===== src/sv/hds_bank.sv =====
module hds_bank #(
  parameter int WIDTH = 32,
  parameter int DEPTH = 64
) (
  input  logic                     clk,
  input  logic                     we,
  input  logic [$clog2(DEPTH)-1:0] waddr,
  input  logic [WIDTH-1:0]         wdata,
  input  logic                     re,
  input  logic [$clog2(DEPTH)-1:0] raddr,
  output logic [WIDTH-1:0]         rdata
);

  logic [WIDTH-1:0] mem [DEPTH];
  logic [WIDTH-1:0] rdata_r;

  always_ff @(posedge clk) begin
    if (we) begin
      mem[waddr] <= wdata;
    end
  end

  always_ff @(posedge clk) begin
    if (re) begin
      rdata_r <= mem[raddr];
    end
  end

  assign rdata = rdata_r;

endmodule


===== config.mk =====
export PLATFORM = sky130hd
export DESIGN_NAME = hds_bank
export DESIGN_NICKNAME = d
export VERILOG_FILES = /design/src/sv/hds_bank.sv
export SDC_FILE = /design/constraint.sdc
export NUM_CORES = 2
export LEC_CHECK = 0
export BUFFER_PORTS_ARGS = -buffer_cell sky130_fd_sc_hd__buf_4
export CAP_MARGIN = 5
export CORE_MARGIN = 4
export CORE_UTILIZATION = 50
export DETAILED_ROUTE_END_ITERATION = 6
export PLACE_DENSITY = 0.68
export SLEW_MARGIN = 20
export SYNTH_ARGS = -nofsm -noshare
export SYNTH_HDL_FRONTEND = slang
export SYNTH_SLANG_ARGS = --single-unit

===== constraint.sdc =====
create_clock -name clk -period 3.4 [get_ports clk]
set_clock_uncertainty 0.05 [all_clocks]
set_input_delay 0.17 -clock clk [delete_from_list [all_inputs] [get_ports clk]]
set_output_delay 0.17 -clock clk [all_outputs]
set_load 0.02 [all_outputs]

---- Yosys cells after proc, flatten, opt, wreduce, memory -nomap -nowiden ----
Memory sizes are Yosys's and may differ from the RTL's. A register that Yosys moved wholly into a read port is not among the register bits.
Index checks and enable logic that the tools add are counted.
storage, ports and cells
  input port bits ......................... 47
  memories kept ........................... 1
  flip-flop bits (word level) ............. 0
  RAM bits ................................ 2048
cells by class
  muxes and demuxes ....................... 2
memory list
  name  words  bits a word  read ports  clocked after Yosys merged registers in  wr ports  line  RTL
  mem   64     32           1           1                                        1         14    logic [WIDTH-1:0] mem [DEPTH];
operators with widths
  operator  count
  $mux 1    2

---- Logic depth before layout (Yosys ltp) ----
  depth in word-level cells ............... 2
  mapped depth ............................ 10
  mapped depth without buffers ............ 5

---- Worst setup path after synthesis ----
Ideal clock, no wire load.
  kind .................................... input -> register
  start ................................... in waddr[3]
  end ..................................... mem mem[48][0] (enable)
  data arrival time ....................... 2.869 ns
  path slack .............................. 0.020 ns
  stages on the path ...................... 4
  setup time .............................. 0.461 ns
  buffers on the path ..................... 1
  cell sequence ........................... clkbuf_1 > nor2b_1 > nand4b_1 > nor3_1
RTL lines
  item         line  RTL
  from (decl)  7     input logic [$clog2(DEPTH)-1:0] waddr,
  to (decl)    14
No word-level cell before the write port.

==> flow_summary.ini <==
[synth]
ys_async_sr_fraction_pct = 0
synth_common_cells = edfxtp_1 (2080), mux4_2 (544), nor2_1 (137), mux2i_1 (93), o22ai_1 (84)
synthCells = 3324
syn_avg_cell_area_um2 = 23.7
synth_area_um2 = 78800
ys_seq_area_share_pct = 79.2
ys.flop_type = edfxtp_1
synthDistinctLibCells = 33
synthesis.nets = 3371
synth_top_cell_by_area = edfxtp_1
synth_seq_cells = 2080
synth_top_area_share_pct = 79.2
synth_edf_count = 2080
synthTopCellsByArea = edfxtp_1 (79%), mux4_2 (16%), mux2i_1 (1.2%)
yosysMostFrequentCell = edfxtp_1
ys_warn_count = 0

[hold_path]
min_path_type = primary input to flip-flop
hold_path_end = mem[55][19]
hold_path.startpoint = waddr[4]
hold_depth = 3

[place]
dp_hpwl_um = 113000
dpl_cell_area_um2 = 83600
place_ws_ns = 0.114
place_congestion = 0.801
portBuffers = 78

[pwr]
power.leakage_nw = 28.2
finalPower_w = 0.0530
powerDensity_nw_per_um2 = 586
max-vdd-ir-drop_uv = 558

[floorplanning]
start_util_pct = 50.4
die_w_um = 405
pin_count = 79
fp.dieH_um = 405
dieArea_um2 = 164000
rows = 145
core-area_um2 = 156000

[timing]
rsz0062_at_grt = no
period_needed_ns = 2.66
setup_ws_ns = 0.738
post-route-period-util_pct = 78.3
hold_violations = 0
slew_viol_final = 0
finalSetupViolCount = 0
fin_tns_setup_ns = 0
slew_headroom_pct = 23.1
worst_slew_pin_slew_ns = 1.15
fmax_mhz = 376

[cells_and_area]
area_growth_pct = 14.6
final_core_util_pct = 57.8
stdcell_area_um2 = 90400
final_nets = 3713
drive_gt1_share_pct = 30.6
nFillCells = 11000

[route]
routed_wl_um = 204000
first_pass_iters = 5
vias = 38000
wl_per_cell_um = 34.6
drtIter0Drc = 4953
viasPerCell = 6.46
ant_nets = 0
drc = 0

[critical_path]
r2r-start = mem[22][2]
required_ns = 3.89
worst-path-max-fanout = 1
start_kind = flip-flop
r2r_setup_slack_ns = 0.74
worstRegToRegCells = 4
worstSetupEndpointType = flip-flop
worstReg2RegEnd = rdata[2]
critical_path_class = flip-flop to flip-flop
arrival_ns = 3.15

[cts]
clock-sinks = 2080
cts_tree = built
clockRootBuffer = clkbuf_16
numCtsBuffers = 198
insertion_delay_ns = 0.83
clkTransAtPathRegs_ns = 0.06
htree_num_levels = 4
cts_setup_buffers = 0
clk_path_buf_depth = 3

[global_route]
grt_pass1_vias = 37800
grt_max_degree = 65
grt.total_usage_pct = 25.2
antenna_found_initial = 17
grt_pass1_wl_um = 288000
gr-total-overflow = 0

[run_status]
status = complete, no violations

[flow_run]
cap_violations = 0
==> kinds of logic after synthesis <==
| group | Yosys count | share of synthesized area [%] |
|---|---|---|
| simple gates | 223 | 1.26 |
| mux | 637 | 16.7 |
| flops | 2080 | 79.2 |
| buf+inv | 182 | 1.12 |
| compound gates | 202 | 1.67 |
==> power by group <==
group	internal, W	switching (W)
sequential	0.0285	0.000123
clock	0.0123	0.00922
combinational	0.00108	0.00180
total	0.0418	0.0111
==> metal layers <==
| layer | global-route usage, % | vias to the layer above | part of all wire (%) |
|---|---|---|---|
| li1 | - | 15000 | - |
| met1 | 36.0 | 20400 | 38 |
| met2 | 37.9 | 2301 | 46 |
| met3 | 7.63 | 302 | 12 |
| met4 | 8.14 | 6 | 3.2 |
| met5 | 0 | - | 0.018 |
==> cells in the final DEF (no fill, tap or decap), types with 4 or more instances in the layout <==
cell type	instances
o32ai_1	4
inv_6	6
buf_12	38
buf_4	243
mux4_2	544
nand2b_1	8
nand3_1	5
and3_1	4
nor2b_1	15
edfxtp_1	2080
mux2i_1	93
a21oi_1	62
o221ai_1	27
a22oi_1	12
clkbuf_16	204
a41o_1	4
nor3_1	5
dlygate4sd3_1	39
clkinv_2	35
nor2_1	75
a311oi_1	8
clkinvlp_4	5
clkbuf_1	38
nor2_4	62
diode_2	10
clkinv_1	48
bufinv_16	18
o22ai_1	84
nand3b_1	5
nand2_1	26
==> through the flow <==
stage               hold slack (ns)  instances
floorplan                     0.219       3324
global placement              0.570       5485
detailed placement            0.573       5485
CTS                          0.0482       5883
global route                  0.101       5885
finish                        0.110       5893
==> area by class of cell <==
class / count / area (µm²) / area share, %
antenna: 10 / 25.0 / 0.0277
sequential: 2080 / 62500 / 69.1
clock buffer: 242 / 5250 / 5.81
clock inverter: 117 / 1050 / 1.17
multi-input combinational: 1062 / 16000 / 17.7
timing repair buffer: 324 / 3030 / 3.36
tap: 2058 / 2570 / 2.85
==> registers in the layout, indices dropped and copies added, names as in the netlist <==
register	count
mem	2048
rdata	32
==> worst max-delay path, stage by stage, from the launching register on <==
cell and delay, ns:
edfxtp_1 0.37, mux4_2 0.50, mux4_2 0.58, o22ai_1 0.79, nor2_1 0.10
==> worst max path at each step <==
stage                      from    endpoint  slack, ns  cells past startpoint
finish               mem[22][2]    rdata[2]       0.74                      4
global route         mem[28][2]    rdata[2]       0.78                      4
CTS                 mem[28][13]   rdata[13]       0.78                      4
detailed placement     raddr[0]    rdata[3]       0.11                      8
global placement       raddr[0]    rdata[3]       0.16                      8
floorplan              waddr[3]  mem[48][0]       0.02                      4
==> repair_timing <==
action | CTS | global route
hold buffers | 39 | 0
hold endpoints to repair | 2141 | 0
gates resized for setup | 0 | 0
Power figures use the tool's default switching activity.
