File: src/sv/hds_pkg.sv
package hds_pkg;

  // Widths fixed by the register map and the word fields.
  localparam int CNT_W      = 7;   // cell counts and step indexes, 0..127
  localparam int IDX_W      = 6;   // emitted cell index
  localparam int CFG_IDX_W  = 3;
  localparam int CFG_DATA_W = 32;
  localparam int EXT_W      = 32;  // external temperature width, Q16.16
  localparam int FOURIER_W  = 16;
  localparam int SWEEP_W    = 20;
  localparam int FRAC_BITS  = 16;

  localparam int MIN_CELLS  = 3;

  // Register reset values.
  localparam logic [FOURIER_W-1:0] FOURIER_RST = 16'd13107;
  localparam logic [EXT_W-1:0]     BOUND_RST   = 32'd0;
  localparam logic [CNT_W-1:0]     CELLS_RST   = 7'd64;
  localparam logic [SWEEP_W-1:0]   SWEEPS_RST  = 20'd100000;

  typedef enum logic [CFG_IDX_W-1:0] {
    REG_FOURIER = 3'd0,
    REG_LEFT    = 3'd1,
    REG_RIGHT   = 3'd2,
    REG_CELLS   = 3'd3,
    REG_SWEEPS  = 3'd4
  } cfg_reg_t;

  typedef enum logic [3:0] {
    ST_IDLE  = 4'b0001,
    ST_SWEEP = 4'b0010,
    ST_DRAIN = 4'b0100,
    ST_EMIT  = 4'b1000
  } ctrl_state_t;

  // Sequencer to stencil datapath: one stencil step per cycle while sweeping.
  typedef struct packed {
    logic             step_vld;
    logic [CNT_W-1:0] step_idx;
    logic [CNT_W-1:0] last_idx;
  } sweep_cmd_t;

  // Sequencer to the bank ports and the emit path.
  typedef struct packed {
    logic             idle;
    logic             load_we;
    logic [CNT_W-1:0] load_idx;
    logic             rd_en;
    logic [CNT_W-1:0] rd_idx;
    logic             emit_vld;
    logic             emit_last;
    logic             active;
  } mem_cmd_t;

endpackage

File: src/sv/hds_stencil.sv
module hds_stencil
  import hds_pkg::*;
#(
  parameter int TEMP_BITS = 32
) (
  input  logic                        clk,
  input  logic                        rst_n,
  input  sweep_cmd_t                  sweep_cmd,
  input  logic signed [TEMP_BITS-1:0] rd_data,
  input  logic [FOURIER_W-1:0]        fourier_number,
  input  logic signed [EXT_W-1:0]     left_boundary_temp,
  input  logic signed [EXT_W-1:0]     right_boundary_temp,
  output logic                        wr_en,
  output logic [CNT_W-1:0]            wr_idx,
  output logic signed [TEMP_BITS-1:0] wr_data,
  output logic                        busy
);

  localparam int LW = TEMP_BITS + 3;           // Laplacian width
  localparam int PW = LW + FOURIER_W + 1;      // product width
  localparam int SW = LW + 2;                  // sum before saturation
  localparam int BW = (TEMP_BITS > EXT_W) ? TEMP_BITS : EXT_W;

  function automatic logic signed [TEMP_BITS-1:0] sat_ext(input logic signed [EXT_W-1:0] x);
    logic signed [BW-1:0] xw;
    logic                 ovf;
    xw  = BW'(x);
    ovf = !((&xw[BW-1:TEMP_BITS-1]) || !(|xw[BW-1:TEMP_BITS-1]));
    if (ovf) begin
      sat_ext = xw[BW-1] ? {1'b1, {(TEMP_BITS-1){1'b0}}} : {1'b0, {(TEMP_BITS-1){1'b1}}};
    end else begin
      sat_ext = xw[TEMP_BITS-1:0];
    end
  endfunction

  function automatic logic signed [TEMP_BITS-1:0] sat_sum(input logic signed [SW-1:0] x);
    logic ovf;
    ovf = !((&x[SW-1:TEMP_BITS-1]) || !(|x[SW-1:TEMP_BITS-1]));
    if (ovf) begin
      sat_sum = x[SW-1] ? {1'b1, {(TEMP_BITS-1){1'b0}}} : {1'b0, {(TEMP_BITS-1){1'b1}}};
    end else begin
      sat_sum = x[TEMP_BITS-1:0];
    end
  endfunction

  logic signed [TEMP_BITS-1:0] tl_s, tr_s;
  logic signed [FOURIER_W:0]   r_s;

  // Read-data stage and the three-cell window.
  logic                        v1_r, v2_r, v3_r, v4_r, v5_r;
  logic [CNT_W-1:0]            idx1_r, c2_r, c3_r, c4_r, c5_r;
  logic signed [TEMP_BITS-1:0] wl_r, wc_r, wr_r;

  logic signed [LW-1:0]        left_nxt, right_nxt;
  logic signed [LW-1:0]        la_r, ra_r, lap_r, lap_nxt;
  logic signed [TEMP_BITS-1:0] ca_r, cb_r, cc_r;
  logic signed [PW-1:0]        prod_r, prod_nxt;
  logic signed [SW-1:0]        sum;

  assign tl_s = sat_ext(left_boundary_temp);
  assign tr_s = sat_ext(right_boundary_temp);
  assign r_s  = $signed({1'b0, fourier_number});

  // End cells take the ghost-cell form: neighbor = 2 * boundary - own value.
  always_comb begin
    if (c2_r == '0) begin
      left_nxt = (LW'(tl_s) <<< 1) - LW'(wc_r);
    end else begin
      left_nxt = LW'(wl_r);
    end
    if (c2_r == sweep_cmd.last_idx) begin
      right_nxt = (LW'(tr_s) <<< 1) - LW'(wc_r);
    end else begin
      right_nxt = LW'(wr_r);
    end
  end

  assign lap_nxt  = la_r + ra_r - (LW'(ca_r) <<< 1);
  assign prod_nxt = PW'(lap_r) * PW'(r_s);
  assign sum      = SW'(cc_r) + SW'(prod_r >>> FRAC_BITS);

  always_ff @(posedge clk) begin
    if (!rst_n) begin
      v1_r <= 1'b0;
      v2_r <= 1'b0;
      v3_r <= 1'b0;
      v4_r <= 1'b0;
      v5_r <= 1'b0;
    end else begin
      v1_r <= sweep_cmd.step_vld;
      v2_r <= v1_r && (idx1_r != '0);
      v3_r <= v2_r;
      v4_r <= v3_r;
      v5_r <= v4_r;
    end
  end

  always_ff @(posedge clk) begin
    idx1_r <= sweep_cmd.step_idx;
    if (v1_r) begin
      wl_r <= wc_r;
      wc_r <= wr_r;
      wr_r <= rd_data;
      c2_r <= idx1_r - CNT_W'(1);
    end
    la_r   <= left_nxt;
    ra_r   <= right_nxt;
    ca_r   <= wc_r;
    c3_r   <= c2_r;
    lap_r  <= lap_nxt;
    cb_r   <= ca_r;
    c4_r   <= c3_r;
    prod_r <= prod_nxt;
    cc_r   <= cb_r;
    c5_r   <= c4_r;
  end

  assign wr_en   = v5_r;
  assign wr_idx  = c5_r;
  assign wr_data = sat_sum(sum);
  assign busy    = v1_r | v2_r | v3_r | v4_r | v5_r;

endmodule

File: config.mk
export PLATFORM = sky130hd
export DESIGN_NAME = hds_stencil
export DESIGN_NICKNAME = d
export VERILOG_FILES = /design/src/sv/hds_pkg.sv /design/src/sv/hds_stencil.sv
export SDC_FILE = /design/constraint.sdc
export NUM_CORES = 2
export LEC_CHECK = 0
export BUFFER_PORTS_ARGS = -buffer_cell sky130_fd_sc_hd__clkbuf_2
export CAP_MARGIN = 10
export CORE_UTILIZATION = 34
export DETAILED_ROUTE_END_ITERATION = 8
export PLACE_DENSITY = 0.46
export SETUP_SLACK_MARGIN = 0.4
export SLEW_MARGIN = 20
export SYNTH_ARGS = -nofsm -noshare
export SYNTH_HDL_FRONTEND = slang
export SYNTH_SLANG_ARGS = --single-unit
File: constraint.sdc
create_clock -name clk -period 18.4 [get_ports clk]
set_clock_uncertainty 0.1 [all_clocks]
set_input_delay 1.84 -clock clk [delete_from_list [all_inputs] [get_ports clk]]
set_output_delay 1.84 -clock clk [all_outputs]
set_load 0.02 [all_outputs]
Yosys cells after proc, flatten, opt, wreduce, memory -nomap -nowiden --
Cells that the tools add are included.
Word-level totals: output and inout port bits 41, register bits 389, input bits 129
Operators by class: $add $sub $neg 6, equality and inequality tests 1, reduce and logical (&&, ||, !) cells 7, bitwise logic cells 4, multiplexer cells 4, $mul 1
Operators by type and width (number):
- $mux W35 | 2
- $sub A33 B32 Y34 | 2
- $mux W32 | 2
- $mul A35 B17 Y52 | 1
- $add A32 B36 Y37 | 1
- $add A35 B35 Y35 | 1
- $sub A35 B33 Y35 | 1
- $eq A7 B7 Y1 | 1
- $logic_not A7 Y1 | 1
- $reduce_bool A7 Y1 | 1
- $sub A7 B1 Y7 const B | 1
- $reduce_and A6 Y1 | 1
- $reduce_or A6 Y1 | 1
- $or A1 B1 Y1 | 4
- $logic_and A1 B1 Y1 | 1
- $logic_not A1 Y1 | 1
- $logic_or A1 B1 Y1 | 1

Longest topological paths before layout --
depth after elaboration 5, mapped depth 25, mapped depth without buffers 24

Least setup slack after synthesis --
OpenSTA, ideal clock, no wires.
path kind in2reg, start in fourier_number[2], end reg prod_r[46], stages on the path 23, data required time 18.241 ns, arrival time 7.825 ns, setup time 0.059 ns, slack 10.416 ns, cells stage by stage clkbuf_1 > clkbuf_1 > nand2_1 > fa_1 > fa_1 > fa_1 > inv_1 > fa_1 > fa_1 > inv_1 > fa_1 > inv_1 > ha_1 > a21o_1 > a21o_1 > a21oi_1 > o21ai_0 > a221oi_1 > a2bb2oi_1 > and3b_1 > o21ai_0 > a31oi_1 > o221a_2
On the way: cells in the longest elaborated chain, start to end 1
RTL lines:
- start, declared | line hds_stencil.sv:10 | input logic [FOURIER_W-1:0] fourier_number,
- $mul A35 B17 Y52 | line hds_stencil.sv:79 | assign prod_nxt = PW'(lap_r) * PW'(r_s);
- net prod_nxt[46] | line hds_stencil.sv:57 | logic signed [PW-1:0] prod_r, prod_nxt;
- end signal, assigned | line hds_stencil.sv:113 | prod_r <= prod_nxt;
- end, declared | line hds_stencil.sv:57
The timed path passes the listed nets, and every way through them passes these cells. A chain may end at the register's enable or synchronous reset.

Worst setup path after layout --
start in fourier_number[8], end reg prod_r[46]
Same word-level chain as after synthesis.

==> run summary <==
Clock Sinks - 371
outcome - finished clean
final hold vios - 0
share of the synthesized area in the top cell type - 31.41%
All-Layer GR Usage - 18.10%
num rows - 119
io pins - 170
metal1 wirelength - 47.01 mm
CTS tree - built
Finished Layout Cells - 5296
clock root buffer - clkbuf_16
initial core utilization - 34.26%
uppermost layer routed - met4
first-pass GRT wire length - 150.6 mm
htree depth - 2
postcts setup bufs - 0
Pre-antenna DRT Iters - 5
Core Region - 0.1051 mm^2
Synth async-reset ratio - 0%
placed insts - 5223
later-pin clock latency in the skew report - 0.56 ns
Die W - 327.5 um
syn_area_per_cell - 9.568 um^2
CP Capture Type - flip-flop
wire length on met3 - 4.049 mm
post-route DRC violation count - 0
area grow syn2layout - 10.13%
hold-fix buffer count after cts - 0
final setup vio count - 0
synthesized flop and latch total - 371
vias in the first global route - 26070
syn nets - 4715
total gr overflow - 0
Synth Instances - 3764
Worst setup SP type - primary input
Arrival @ worst endpoint - 8.86 ns
Final Net Count - 4825
synth top area cells - fa_1 31%, dfxtp_1 15%, ha_1 8.9%, edfxtp_1 8.6%, inv_1 8.5%
Final min period - 8.457 ns
mapped cell area - 0.03601 mm^2
post-synth top area cell - fa_1
MaxCap Viol Count - 0
sequential share of the synthesized area - 23.49%
Hold/Removal Path Class - reg2reg
Rel. slew slack - 29.38%
Post-synth EDFFs - 103
CP max FO - 35
routability congestion estimate - 0.8341
Num CTS Buffers - 40
routed wire length - 94.00 mm
post_cts resized - 0
Req. time, crit path - 18.80 ns
most frequent cells after synthesis - 814 x inv_1, 565 x fa_1, 461 x nand2_1
Slew Viols, Final - 0
pin count of the biggest net entering global routing - 70
synth unique cells - 68
total negative slack - 0 ns
RSZ-0062 raised after global routing - false
die height - 327.5 um
WS Path Type - in2reg
Period Utilization, post-route - 45.96%
CTS clk-pin slew, worst paths - 0.07 ns
antenna fix cells - 0
Primary FF master, synth - dfxtp_1
count leader, synth - inv_1
f_max - 118.2 MHz
routed length per placed instance - 17.75 um
Hold Path Depth - 0
detailed placement HPWL - 74.83 mm
Worst-Margin Slew - 1.048 ns
Detail Route Antenna Nets - 0
Finished Core Util - 37.73%
die area - 0.1072 mm^2
layout cells sized above 1 - 7.554%
input/output buffers - 169
met2 routed WL - 41.30 mm
Iteration-0 DRC Markers - 1198
Vias - 24490
R2R cell count - 21
average vias per placed instance - 4.624
CTS Buffer Depth - 3
initial antenna violation count - 1
Yosys warning total - 0
-- sequential cells by signal (all words and copies together), names as in the netlist --
register,cells
c2_r,7
v2_r,1
wl_r,32
v1_r,1
cc_r,32
c4_r,7
ca_r,32
la_r,34
c3_r,7
v3_r,1
cb_r,32
ra_r,34
idx1_r,7
wr_idx,7
wc_r,32
wr_r,32
wr_en,1
prod_r,36
lap_r,35
v4_r,1
-- worst max-delay path, cell delays in order --
cell and delay, ns:
clkbuf_2 0.70, nand2_1 0.20, fa_1 0.57, inv_1 0.05
fa_1 0.47, fa_1 0.60, fa_1 0.44, fa_1 0.51
inv_1 0.06, fa_1 0.49, inv_1 0.05, ha_1 0.34
a21o_1 0.18, a21o_1 0.17, a21oi_1 0.22, o21ai_0 0.18
a221oi_1 0.56, a2bb2oi_1 0.27, and3b_1 0.25, o21ai_0 0.17
a31oi_1 0.29, o221a_2 0.23
-- cell type report --
type	instances	area (um^2)
Clock buffer	50	1131
Clock inverter	23	231.5
Fill cell	10780	65450
Inverter	814	3055
Multi-Input combinational cell	2463	24090
Sequential cell	371	8462
Tap cell	1391	1740
Timing Repair Buffer	184	958.4
-- logic make-up (layout without fill, tap and decap cells) --
logic type | after synthesis | count (layout) | synth area share [%]
and+or+nand+nor | 932 | 932 | 12.49
buffers and inverters | 930 | 1071 | 9.714
adders and majority gates | 822 | 822 | 40.33
AOI/OAI and AO/OA | 512 | 512 | 8.998
DFF | 371 | 371 | 23.49
xor gates and xnor gates | 168 | 168 | 4.086
muxes | 29 | 29 | 0.8963
-- metrics by stage --
step | setup WS (ns) | hold slack, ns | cell area (um^2)
after floorplan | 10.42 | 0.2096 | 36010
after global placement | 9.396 | 0.2107 | 38300
after detailed placement | 9.387 | 0.2121 | 38300
after CTS | 9.968 | 0.2218 | 39660
after global routing | 9.496 | 0.2297 | 39660
final | 9.943 | 0.2185 | 39660
-- layout by cell type (no fill, tap or decap), types with 15 or more instances in the layout --
| cell | n |
|---|---|
| ha_1 | 257 |
| clkbuf_16 | 42 |
| and2_1 | 213 |
| and3_1 | 18 |
| clkbuf_2 | 169 |
| fa_1 | 565 |
| a31oi_1 | 16 |
| a21oi_1 | 133 |
| nor2b_1 | 26 |
| mux2_2 | 26 |
| a21o_1 | 73 |
| o21a_1 | 26 |
| nor2_1 | 64 |
| nand2b_1 | 33 |
| inv_1 | 814 |
| nor3_1 | 30 |
| nand4_1 | 18 |
| xor2_1 | 63 |
| nand2_1 | 460 |
| edfxtp_1 | 103 |
| dfxtp_1 | 267 |
| o21ai_0 | 140 |
| xnor2_1 | 105 |
| nand3_1 | 22 |
| buf_4 | 15 |
| a211oi_1 | 20 |
-- per-layer routing --
metal | track usage (%) | up-vias
met1 | 27.02 | 12030
met4 | 3.667 | 0
li1 | - | 11920
met5 | 0 | -
met2 | 28.03 | 464
met3 | 2.132 | 86
-- path summary, 6_finish.rpt --
| kind | from | endpoint | slack, ns |
|---|---|---|---|
| worst min register to register | cb_r[16]$_DFF_P_ | cc_r[16]$_DFF_P_ | 0.22 |
| worst min-delay path | cb_r[16]$_DFF_P_ | cc_r[16]$_DFF_P_ | 0.22 |
| worst max register to register | lap_r[15]$_DFF_P_ | prod_r[46]$_DFF_P_ | 11.01 |
| worst max-delay path | fourier_number[8] | prod_r[46]$_DFF_P_ | 9.94 |
Power is left out: the tool's default activity adds up to more than one toggle a clock period on the data nets, which glitch-free logic cannot reach.
