File: config.mk
export PLATFORM = sky130hd
export DESIGN_NAME = hds_ctrl
export DESIGN_NICKNAME = d
export VERILOG_FILES = /design/src/sv/hds_pkg.sv /design/src/sv/hds_ctrl.sv
export SDC_FILE = /design/constraint.sdc
export NUM_CORES = 1
export LEC_CHECK = 0
export BUFFER_PORTS_ARGS = -buffer_cell sky130_fd_sc_hd__buf_2
export CAP_MARGIN = 5
export CELL_PAD_IN_SITES_DETAIL_PLACEMENT = 2
export CELL_PAD_IN_SITES_GLOBAL_PLACEMENT = 2
export CORE_UTILIZATION = 33
export CTS_CLUSTER_DIAMETER = 100
export DETAILED_ROUTE_END_ITERATION = 8
export GPL_TIMING_DRIVEN = 0
export PLACE_DENSITY = 0.87
export SLEW_MARGIN = 20
export SYNTH_ARGS = -nofsm -noshare
export SYNTH_HDL_FRONTEND = slang
export SYNTH_SLANG_ARGS = --single-unit
File: constraint.sdc
create_clock -name clk -period 4.2 [get_ports clk]
set_clock_uncertainty 0.2 [all_clocks]
set_input_delay 0.84 -clock clk [delete_from_list [all_inputs] [get_ports clk]]
set_output_delay 0.84 -clock clk [all_outputs]
set_load 0.01 [all_outputs]
File: src/sv/hds_pkg.sv
package hds_pkg;

  // Widths fixed by the register map and the word fields.
  localparam int CNT_W      = 7;   // cell counts and step indexes, 0..127
  localparam int IDX_W      = 6;   // emitted cell index
  localparam int CFG_IDX_W  = 3;
  localparam int CFG_DATA_W = 32;
  localparam int EXT_W      = 32;  // external temperature width, Q16.16
  localparam int FOURIER_W  = 16;
  localparam int SWEEP_W    = 20;
  localparam int FRAC_BITS  = 16;

  localparam int MIN_CELLS  = 3;

  // Register reset values.
  localparam logic [FOURIER_W-1:0] FOURIER_RST = 16'd13107;
  localparam logic [EXT_W-1:0]     BOUND_RST   = 32'd0;
  localparam logic [CNT_W-1:0]     CELLS_RST   = 7'd64;
  localparam logic [SWEEP_W-1:0]   SWEEPS_RST  = 20'd100000;

  typedef enum logic [CFG_IDX_W-1:0] {
    REG_FOURIER = 3'd0,
    REG_LEFT    = 3'd1,
    REG_RIGHT   = 3'd2,
    REG_CELLS   = 3'd3,
    REG_SWEEPS  = 3'd4
  } cfg_reg_t;

  typedef enum logic [3:0] {
    ST_IDLE  = 4'b0001,
    ST_SWEEP = 4'b0010,
    ST_DRAIN = 4'b0100,
    ST_EMIT  = 4'b1000
  } ctrl_state_t;

  // Sequencer to stencil datapath: one stencil step per cycle while sweeping.
  typedef struct packed {
    logic             step_vld;
    logic [CNT_W-1:0] step_idx;
    logic [CNT_W-1:0] last_idx;
  } sweep_cmd_t;

  // Sequencer to the bank ports and the emit path.
  typedef struct packed {
    logic             idle;
    logic             load_we;
    logic [CNT_W-1:0] load_idx;
    logic             rd_en;
    logic [CNT_W-1:0] rd_idx;
    logic             emit_vld;
    logic             emit_last;
    logic             active;
  } mem_cmd_t;

endpackage

File: src/sv/hds_ctrl.sv
module hds_ctrl
  import hds_pkg::*;
#(
  parameter int MAX_CELLS = 64
) (
  input  logic               clk,
  input  logic               rst_n,
  input  logic               accept,
  input  logic [CNT_W-1:0]   cells_in_use,
  input  logic [SWEEP_W-1:0] sweep_count,
  input  logic               dp_busy,
  output sweep_cmd_t         sweep_cmd,
  output mem_cmd_t           mem_cmd
);

  localparam logic [CNT_W-1:0] MAX_N = CNT_W'(MAX_CELLS);
  localparam logic [CNT_W-1:0] MIN_N = CNT_W'(MIN_CELLS);

  ctrl_state_t        state_r, state_nxt;
  logic [CNT_W-1:0]   step_r, step_nxt;
  logic [CNT_W-1:0]   loaded_r, loaded_nxt;
  logic [CNT_W-1:0]   last_r, last_nxt;
  logic [SWEEP_W-1:0] sweeps_r, sweeps_nxt;
  logic               active_r, active_nxt;

  logic [CNT_W-1:0]   n_eff;
  logic [CNT_W-1:0]   loaded_inc;
  logic [CNT_W-1:0]   step_end;
  logic [SWEEP_W-1:0] sweeps_inc;

  // Rod length is clamped at the moment a load is checked for completion.
  always_comb begin
    if (cells_in_use < MIN_N) begin
      n_eff = MIN_N;
    end else if (cells_in_use > MAX_N) begin
      n_eff = MAX_N;
    end else begin
      n_eff = cells_in_use;
    end
  end

  assign loaded_inc = loaded_r + CNT_W'(1);
  assign step_end   = last_r + CNT_W'(1);
  assign sweeps_inc = sweeps_r + SWEEP_W'(1);

  always_comb begin
    state_nxt  = state_r;
    step_nxt   = step_r;
    loaded_nxt = loaded_r;
    last_nxt   = last_r;
    sweeps_nxt = sweeps_r;
    active_nxt = active_r;

    sweep_cmd.step_vld = 1'b0;
    sweep_cmd.step_idx = step_r;
    sweep_cmd.last_idx = last_r;

    mem_cmd.idle      = (state_r == ST_IDLE);
    mem_cmd.load_we   = 1'b0;
    mem_cmd.load_idx  = loaded_r;
    mem_cmd.rd_en     = 1'b0;
    mem_cmd.rd_idx    = step_r;
    mem_cmd.emit_vld  = 1'b0;
    mem_cmd.emit_last = 1'b0;
    mem_cmd.active    = active_r;

    unique case (state_r)
      ST_IDLE: begin
        if (accept) begin
          mem_cmd.load_we = (loaded_r < MAX_N);
          loaded_nxt      = loaded_inc;
          if (loaded_inc >= n_eff) begin
            loaded_nxt = '0;
            last_nxt   = n_eff - CNT_W'(1);
            step_nxt   = '0;
            sweeps_nxt = '0;
            state_nxt  = (sweep_count == '0) ? ST_EMIT : ST_SWEEP;
          end
        end
      end
      ST_SWEEP: begin
        // One extra step past the last cell flushes the right end cell.
        sweep_cmd.step_vld = 1'b1;
        mem_cmd.rd_en      = (step_r <= last_r);
        if (step_r == step_end) begin
          state_nxt = ST_DRAIN;
        end else begin
          step_nxt = step_r + CNT_W'(1);
        end
      end
      ST_DRAIN: begin
        if (!dp_busy) begin
          active_nxt = ~active_r;
          sweeps_nxt = sweeps_inc;
          step_nxt   = '0;
          state_nxt  = (sweeps_inc == sweep_count) ? ST_EMIT : ST_SWEEP;
        end
      end
      ST_EMIT: begin
        mem_cmd.rd_en     = 1'b1;
        mem_cmd.emit_vld  = 1'b1;
        mem_cmd.emit_last = (step_r == last_r);
        if (step_r == last_r) begin
          step_nxt  = '0;
          state_nxt = ST_IDLE;
        end else begin
          step_nxt = step_r + CNT_W'(1);
        end
      end
      default: begin
        state_nxt = ST_IDLE;
      end
    endcase
  end

  always_ff @(posedge clk) begin
    if (!rst_n) begin
      state_r  <= ST_IDLE;
      step_r   <= '0;
      loaded_r <= '0;
      last_r   <= '0;
      sweeps_r <= '0;
      active_r <= 1'b0;
    end else begin
      state_r  <= state_nxt;
      step_r   <= step_nxt;
      loaded_r <= loaded_nxt;
      last_r   <= last_nxt;
      sweeps_r <= sweeps_nxt;
      active_r <= active_nxt;
    end
  end

endmodule

==> Yosys cells after proc, flatten, opt, wreduce, memory -nomap -nowiden <==
Index checks and enable logic that the tools add are counted.
{ "totals": {"output_inout_bits": 35, "elab_cells": 66, "in_bits": 31, "regBits": 46} }
{ "op_classes": {"n_mux": 26, "order_cmp": 5, "eq_ne": 13, "reduce_logical": 9, "add_sub_neg": 5, "n_bitwise": 2} }
{ "op_table": {"columns": ["op", "count"], "rows": [
  ["20-bit 2-to-1 mux", 3],
  ["7-bit 2-to-1 mux", 8],
  ["20-bit one-hot mux with 2 select lines", 1],
  ["4-bit 2-to-1 mux", 7],
  ["7-bit one-hot mux with 4 select lines", 1],
  ["7-bit by 1-bit adder with 7-bit output, second input constant", 3],
  ["20-bit by 1-bit adder with 20-bit output, second input constant", 1],
  ["20-bit equality test", 1],
  ["20-bit logical NOT", 1],
  ["4-bit one-hot mux with 4 select lines", 1],
  ["7-bit equality test", 2],
  ["2-bit != test, second input constant", 5],
  ["5-bit AND reduction", 2],
  ["7-bit greater-or-equal comparator", 1],
  ["7-bit > comparator, second input constant", 1],
  ["7-bit less-or-equal comparator", 1],
  ["7-bit by 2-bit less-than comparator with 1-bit output, second input constant", 1],
  ["7-bit less-than comparator, second input constant", 1],
  ["7-bit by 1-bit subtractor with 7-bit output, second input constant", 1],
  ["4-bit by 1-bit equality test with 1-bit output, second input constant", 1],
  ["4-bit by 2-bit equality test with 1-bit output, second input constant", 1],
  ["4-bit by 3-bit equality test with 1-bit output, second input constant", 1],
  ["4-bit equality test, second input constant", 1],
  ["2-bit AND reduction", 2],
  ["other kinds (9)", 12]
]} }

==> Longest topological paths before layout <==
{ "depth": {"word_depth": 7, "depth_mapped": 13, "mapped_depth_nobuf": 12} }

==> Worst setup path before layout <==
No wires, ideal clock.
{ "synth_timing": {"path_kind": "in2reg", "start": "input cells_in_use[3]", "end": "register last_r[5]", "arrival_ps": 3160, "setup_ps": 91, "path_buffers": 1, "path_stages": 12, "setup_slack_ps": 749, "required_ps": 3909, "cell_sequence": "or3_1 nor2_1 nor2_1 nor2_1 ha_1 nand2b_1 a211oi_1 o21ai_1 a21oi_1 nor2_1 buf_2 a311oi_1"} }
{ "synth_between": {"elab_chain_len": 5, "elab_cells_between_ends": 7, "cone_classes": "1 x add/sub; 3 x order compare; 2 x mux; 1 x reduce/logical"} }
{ "synth_rtl": {"columns": ["item", "line_no", "source"], "rows": [
  ["start: declaration", "hds_ctrl.sv:9", "input logic [CNT_W-1:0] cells_in_use,"],
  ["7-bit > comparator", "hds_ctrl.sv:35", "end else if (cells_in_use > MAX_N) begin"],
  ["7-bit 2-to-1 mux", "hds_ctrl.sv:35", null],
  ["7-bit 2-to-1 mux *", "hds_ctrl.sv:33", "if (cells_in_use < MIN_N) begin"],
  ["7-bit greater-or-equal comparator", "hds_ctrl.sv:72", "if (loaded_inc >= n_eff) begin"],
  ["3-bit AND reduction (no source line)", null, null],
  ["end signal: assignment", "hds_ctrl.sv:128", "last_r <= last_nxt;"],
  ["end: declaration", "hds_ctrl.sv:22", "logic [CNT_W-1:0] last_r, last_nxt;"]
]} }
Every way passes the cells marked *; elsewhere a longest branch is shown, timed or not.
A chain may end at the register's enable or synchronous reset.

==> Worst setup path after layout <==
{ "layout_timing": {"start": "input cells_in_use[3]", "end": "register sweeps_r[9]"} }
{ "layout_between": {"elab_chain_len": 6, "elab_cells_between_ends": 7, "cone_classes": "3 x order compare; 1 x eq/ne; 2 x mux; 1 x reduce/logical"} }
{ "layout_rtl": {"columns": ["item", "line_no", "source"], "rows": [
  ["7-bit > comparator", "hds_ctrl.sv:35", null],
  ["7-bit 2-to-1 mux", "hds_ctrl.sv:35", null],
  ["7-bit 2-to-1 mux *", "hds_ctrl.sv:33", null],
  ["7-bit greater-or-equal comparator *", "hds_ctrl.sv:72", null],
  ["2-bit by 1-bit != test with 1-bit output (no source line) *", null, null],
  ["4-bit AND reduction (no source line) *", null, null],
  ["end signal: assignment", "hds_ctrl.sv:129", "sweeps_r <= sweeps_nxt;"],
  ["end: declaration", "hds_ctrl.sv:23", "logic [SWEEP_W-1:0] sweeps_r, sweeps_nxt;"]
]} }
Marked as above.

==> metrics.md <==
| Metric | Value |
|---|---|
| Slowest stage delay, CP | `just under 0.4 ns` |
| Post-synth EDFFs | `0` |
| Starting Density | `34.0%` |
| Grt ovf | `0` |
| DP Worst Slack | `-0.147 ns` |
| Total wire length | `approximately 13 mm` |
| CP max stage cell | `or3_1` |
| Crit. End Element | `register` |
| Worst Path Max Fanout | `10` |
| Tcrit/Tclk final | `about 90%` |
| Die X | `roughly 110 µm` |
| Max_cap viols | `0` |
| First DRT Iteration DRCs | `175` |
| Placed Cells | `679` |
| Fin. max-slew vios | `0` |
| Final WS setup | `between 0.3 and 0.4 ns` |
| Nets | `between 500 and 600` |
| H-tree lvl count | `2` |
| CTS clock-pin slew for the worst setup and hold paths | `roughly 0.06 ns` |
| Area of the core | `10,900 µm²` |
| Antenna diodes | `0` |
| Vias in the first global route | `around 4,200` |
| Die area | `11,700 µm²` |
| Hold WS | `around 0.3 ns` |
| WP data arrival | `between 3 and 4 ns` |
| Layout fillers | `~1,300` |
| Setup violators final | `0` |
| Mapped cell area | `roughly 3700 µm²` |
| Antenna viol nets, final | `0` |
| CTS buffer count | `5` |
| Clk_lat worst skew | `roughly 0.29 ns` |
| Initial antenna violation count | `0` |
| Critical path, cell by cell | `buf_2 > or3_1 > nor2_1 > nor2_1 > nor2_1 > ha_1 > nand2b_1 > a211oi_1 > o21ai_1 > a21o_1 > a21oi_2 > nor2_2 > buf_2 > a31oi_1` |
| Worst Max-Slew Pin Slew | `between 0.7 and 0.8 ns` |
| Share of layout cells above drive strength 1 | `approximately 22%` |
| Fin util | `about two fifths` |
| Status | `finished clean` |
| Ys flop type | `dfxtp_1` |
| Syn. warnings | `0` |
| Mapped Cells | `about 470` |
| Final setup TNS | `0 ns` |
| First-pass detailed-route iteration total | `4` |
| CTS root buf | `clkbuf_16` |
| Library cells used by synthesis | `68` |
| Post-CTS Setup Bufs | `0` |
| Endpoints failing hold | `0` |
| Layout area overhead | `17.5%` |
| Die Ht | `around 110 µm` |
| Routed len/inst | `19.1 µm` |
| Worst slew margin | `49.3%` |
| Row Count | `38` |
| Most frequent cell on the critical path | `nor2_1` |
| Leak pwr | `about 1.8 nW` |
| # IOs | `66` |
| Post-CTS resize count | `0` |
| Largest net degree at the start of global routing | `15` |
| Routed vias | `just under 4,000` |
| Unrepaired setup endpoints after global routing | `no` |
| Syn Area/Cell | `a little under 8 µm²` |
| Total Routing Usage GR | `23.3%` |
| Setup crit start kind | `input pin` |
| Vias/cell | `between 5 and 6` |
| Max VDD drop | `about 0.16 mV` |
| Clock period minus worst slack | `3.89 ns` |
| Sequential share of the synthesized area | `between 20% and 30%` |
| Global placement routability congestion | `roughly 0.84` |
| Critical path required time | `~4.2 ns` |
| First-pass GRT wire length | `around 21 mm` |
| PD cells | `between 200 and 250 nW/µm²` |
| Syn_nets | `524` |
| CTS tree | `built` |
| Asr flop ratio synth | `0%` |
| Clock sinks | `46` |
| CP Class | `input pin to register` |
| Dpl hpwl | `~10 mm` |
| Final non-filler cell total | `around 690` |
| CTS max path bufs | `2` |
| Fmax | `~260 MHz` |
| Synthesized flop and latch total | `46` |
| Residual DRC count | `0` |
| Hold_buf cts | `0` |
| Port bufs | `between 60 and 70` |
| Min-Delay Path Class | `register to register` |
[Yosys cell counts (3+ instances only)]
cell       n  share of area, %
and2_1     5              0.84
nor2b_1    5              0.84
xnor2_1   25               5.9
ha_1      19               6.4
nor2_1    46               4.6
o31ai_1    4              0.81
a21oi_1   24               3.2
nor4_1    10               1.7
buf_4     10               2.0
o21ai_1    6              0.81
a21o_1     4              0.81
o311ai_0   4              0.94
nand4_1    8               1.3
o21ai_0   23               3.1
nand2_1   41               4.1
xor2_1    17               4.0
nand2b_1   4              0.67
nand3_1   32               4.3
nor3_1     8               1.1
o21a_1     6               1.2
buf_2     11               1.5
inv_1     15               1.5
a31oi_1   18               3.0
a211oi_1   8               1.6
clkbuf_1   6              0.60
and3_1    11               1.8
dfxtp_1   46                25
o221ai_1   3              0.71
[flip-flops by register name, summed over array words and instances, names as in the netlist]
signal,cells
sweeps_r,20
last_r,7
loaded_r,7
step_r,7
state_r,4
active_r,1
[per-layer routing]
metal | GRT usage, % | part of all wire, % | wire length (µm) | up-vias
met1 | 28.4 | 44 | 5840 | 1939
met2 | 43.6 | 52 | 6820 | 70
met3 | 2.65 | 2.8 | 367 | 9
met5 | 0 | 0 | 0 | -
li1 | - | - | - | 1883
met4 | 5.09 | 0.82 | 108 | 0
[per-stage QoR]
stage	power [mW]	cell area (µm²)
2_1_floorplan	0.585	3720
3_3_place_gp	0.645	4220
3_5_place_dp	0.657	4220
4_1_cts	1.06	4370
5_1_grt	1.10	4370
6_report	1.05	4370
[cells in the final DEF (no fill, tap or decap), types with 10 or more instances in the layout]
cell type and instances:
xnor2_1 25, dfxtp_1 46, nor4_1 10, buf_2 76, ha_1 19, and3_1 11, nor2_1 46, o21ai_0 23
a21oi_1 22, buf_4 10, nand3_1 32, xor2_1 17, inv_1 15, a31oi_1 18, nand2_1 41
[layout make-up]
class                           count  area [µm²]  area share, %
Tap cell                          140         175           4.01
Sequential cell                    46         921           21.1
Buffer                             28         156           3.58
Inverter                           17        63.8           1.46
Multi-Input combinational cell    383        2590           59.2
Clock inverter                      2        13.8          0.315
Clock buffer                        6         129           2.95
Timing Repair Buffer               65         325           7.44
[final timing paths]
kind | from | endpoint | slack [ns] | depth (start not counted)
setup / recovery | cells_in_use[3] | sweeps_r[9]$_SDFFE_PN0P_ | 0.31 | 14
hold / removal | sweeps_r[19]$_SDFFE_PN0P_ | sweeps_r[19]$_SDFFE_PN0P_ | 0.30 | 1
setup reg to reg | loaded_r[0]$_SDFFE_PN0P_ | sweeps_r[9]$_SDFFE_PN0P_ | 0.68 | 11
hold reg to reg | sweeps_r[19]$_SDFFE_PN0P_ | sweeps_r[19]$_SDFFE_PN0P_ | 0.30 | 1
[power breakdown]
group	internal, mW	switching, mW	total [mW]	leakage, nW
Sequential	0.443	0.0126	0.455	0.371
Combinational	0.0783	0.114	0.192	1.31
Clock	0.221	0.181	0.402	0.0708
[worst max-delay path, delay by kind of cell]
| kind | cells | cell delay, ns |
|---|---|---|
| AO/OA/AOI/OAI | 5 | 1.19 |
| AND/OR/NAND/NOR | 6 | 1.23 |
| buffers and inverters | 2 | 0.34 |
| adder cells (fa/ha/maj) | 1 | 0.29 |
[kinds of logic (layout without fill, tap and decap cells)]
kind of cell / count (synthesis) / after routing / synth area share [%]
buf+inv: 45 / 118 / 5.92
compound gates: 119 / 119 / 22.6
simple gates: 200 / 200 / 29.5
flops: 46 / 46 / 24.7
fa+ha+maj: 19 / 19 / 6.39
xor+xnor: 43 / 43 / 10.3
mux: 2 / 2 / 0.571
Power figures use the tool's default switching activity.
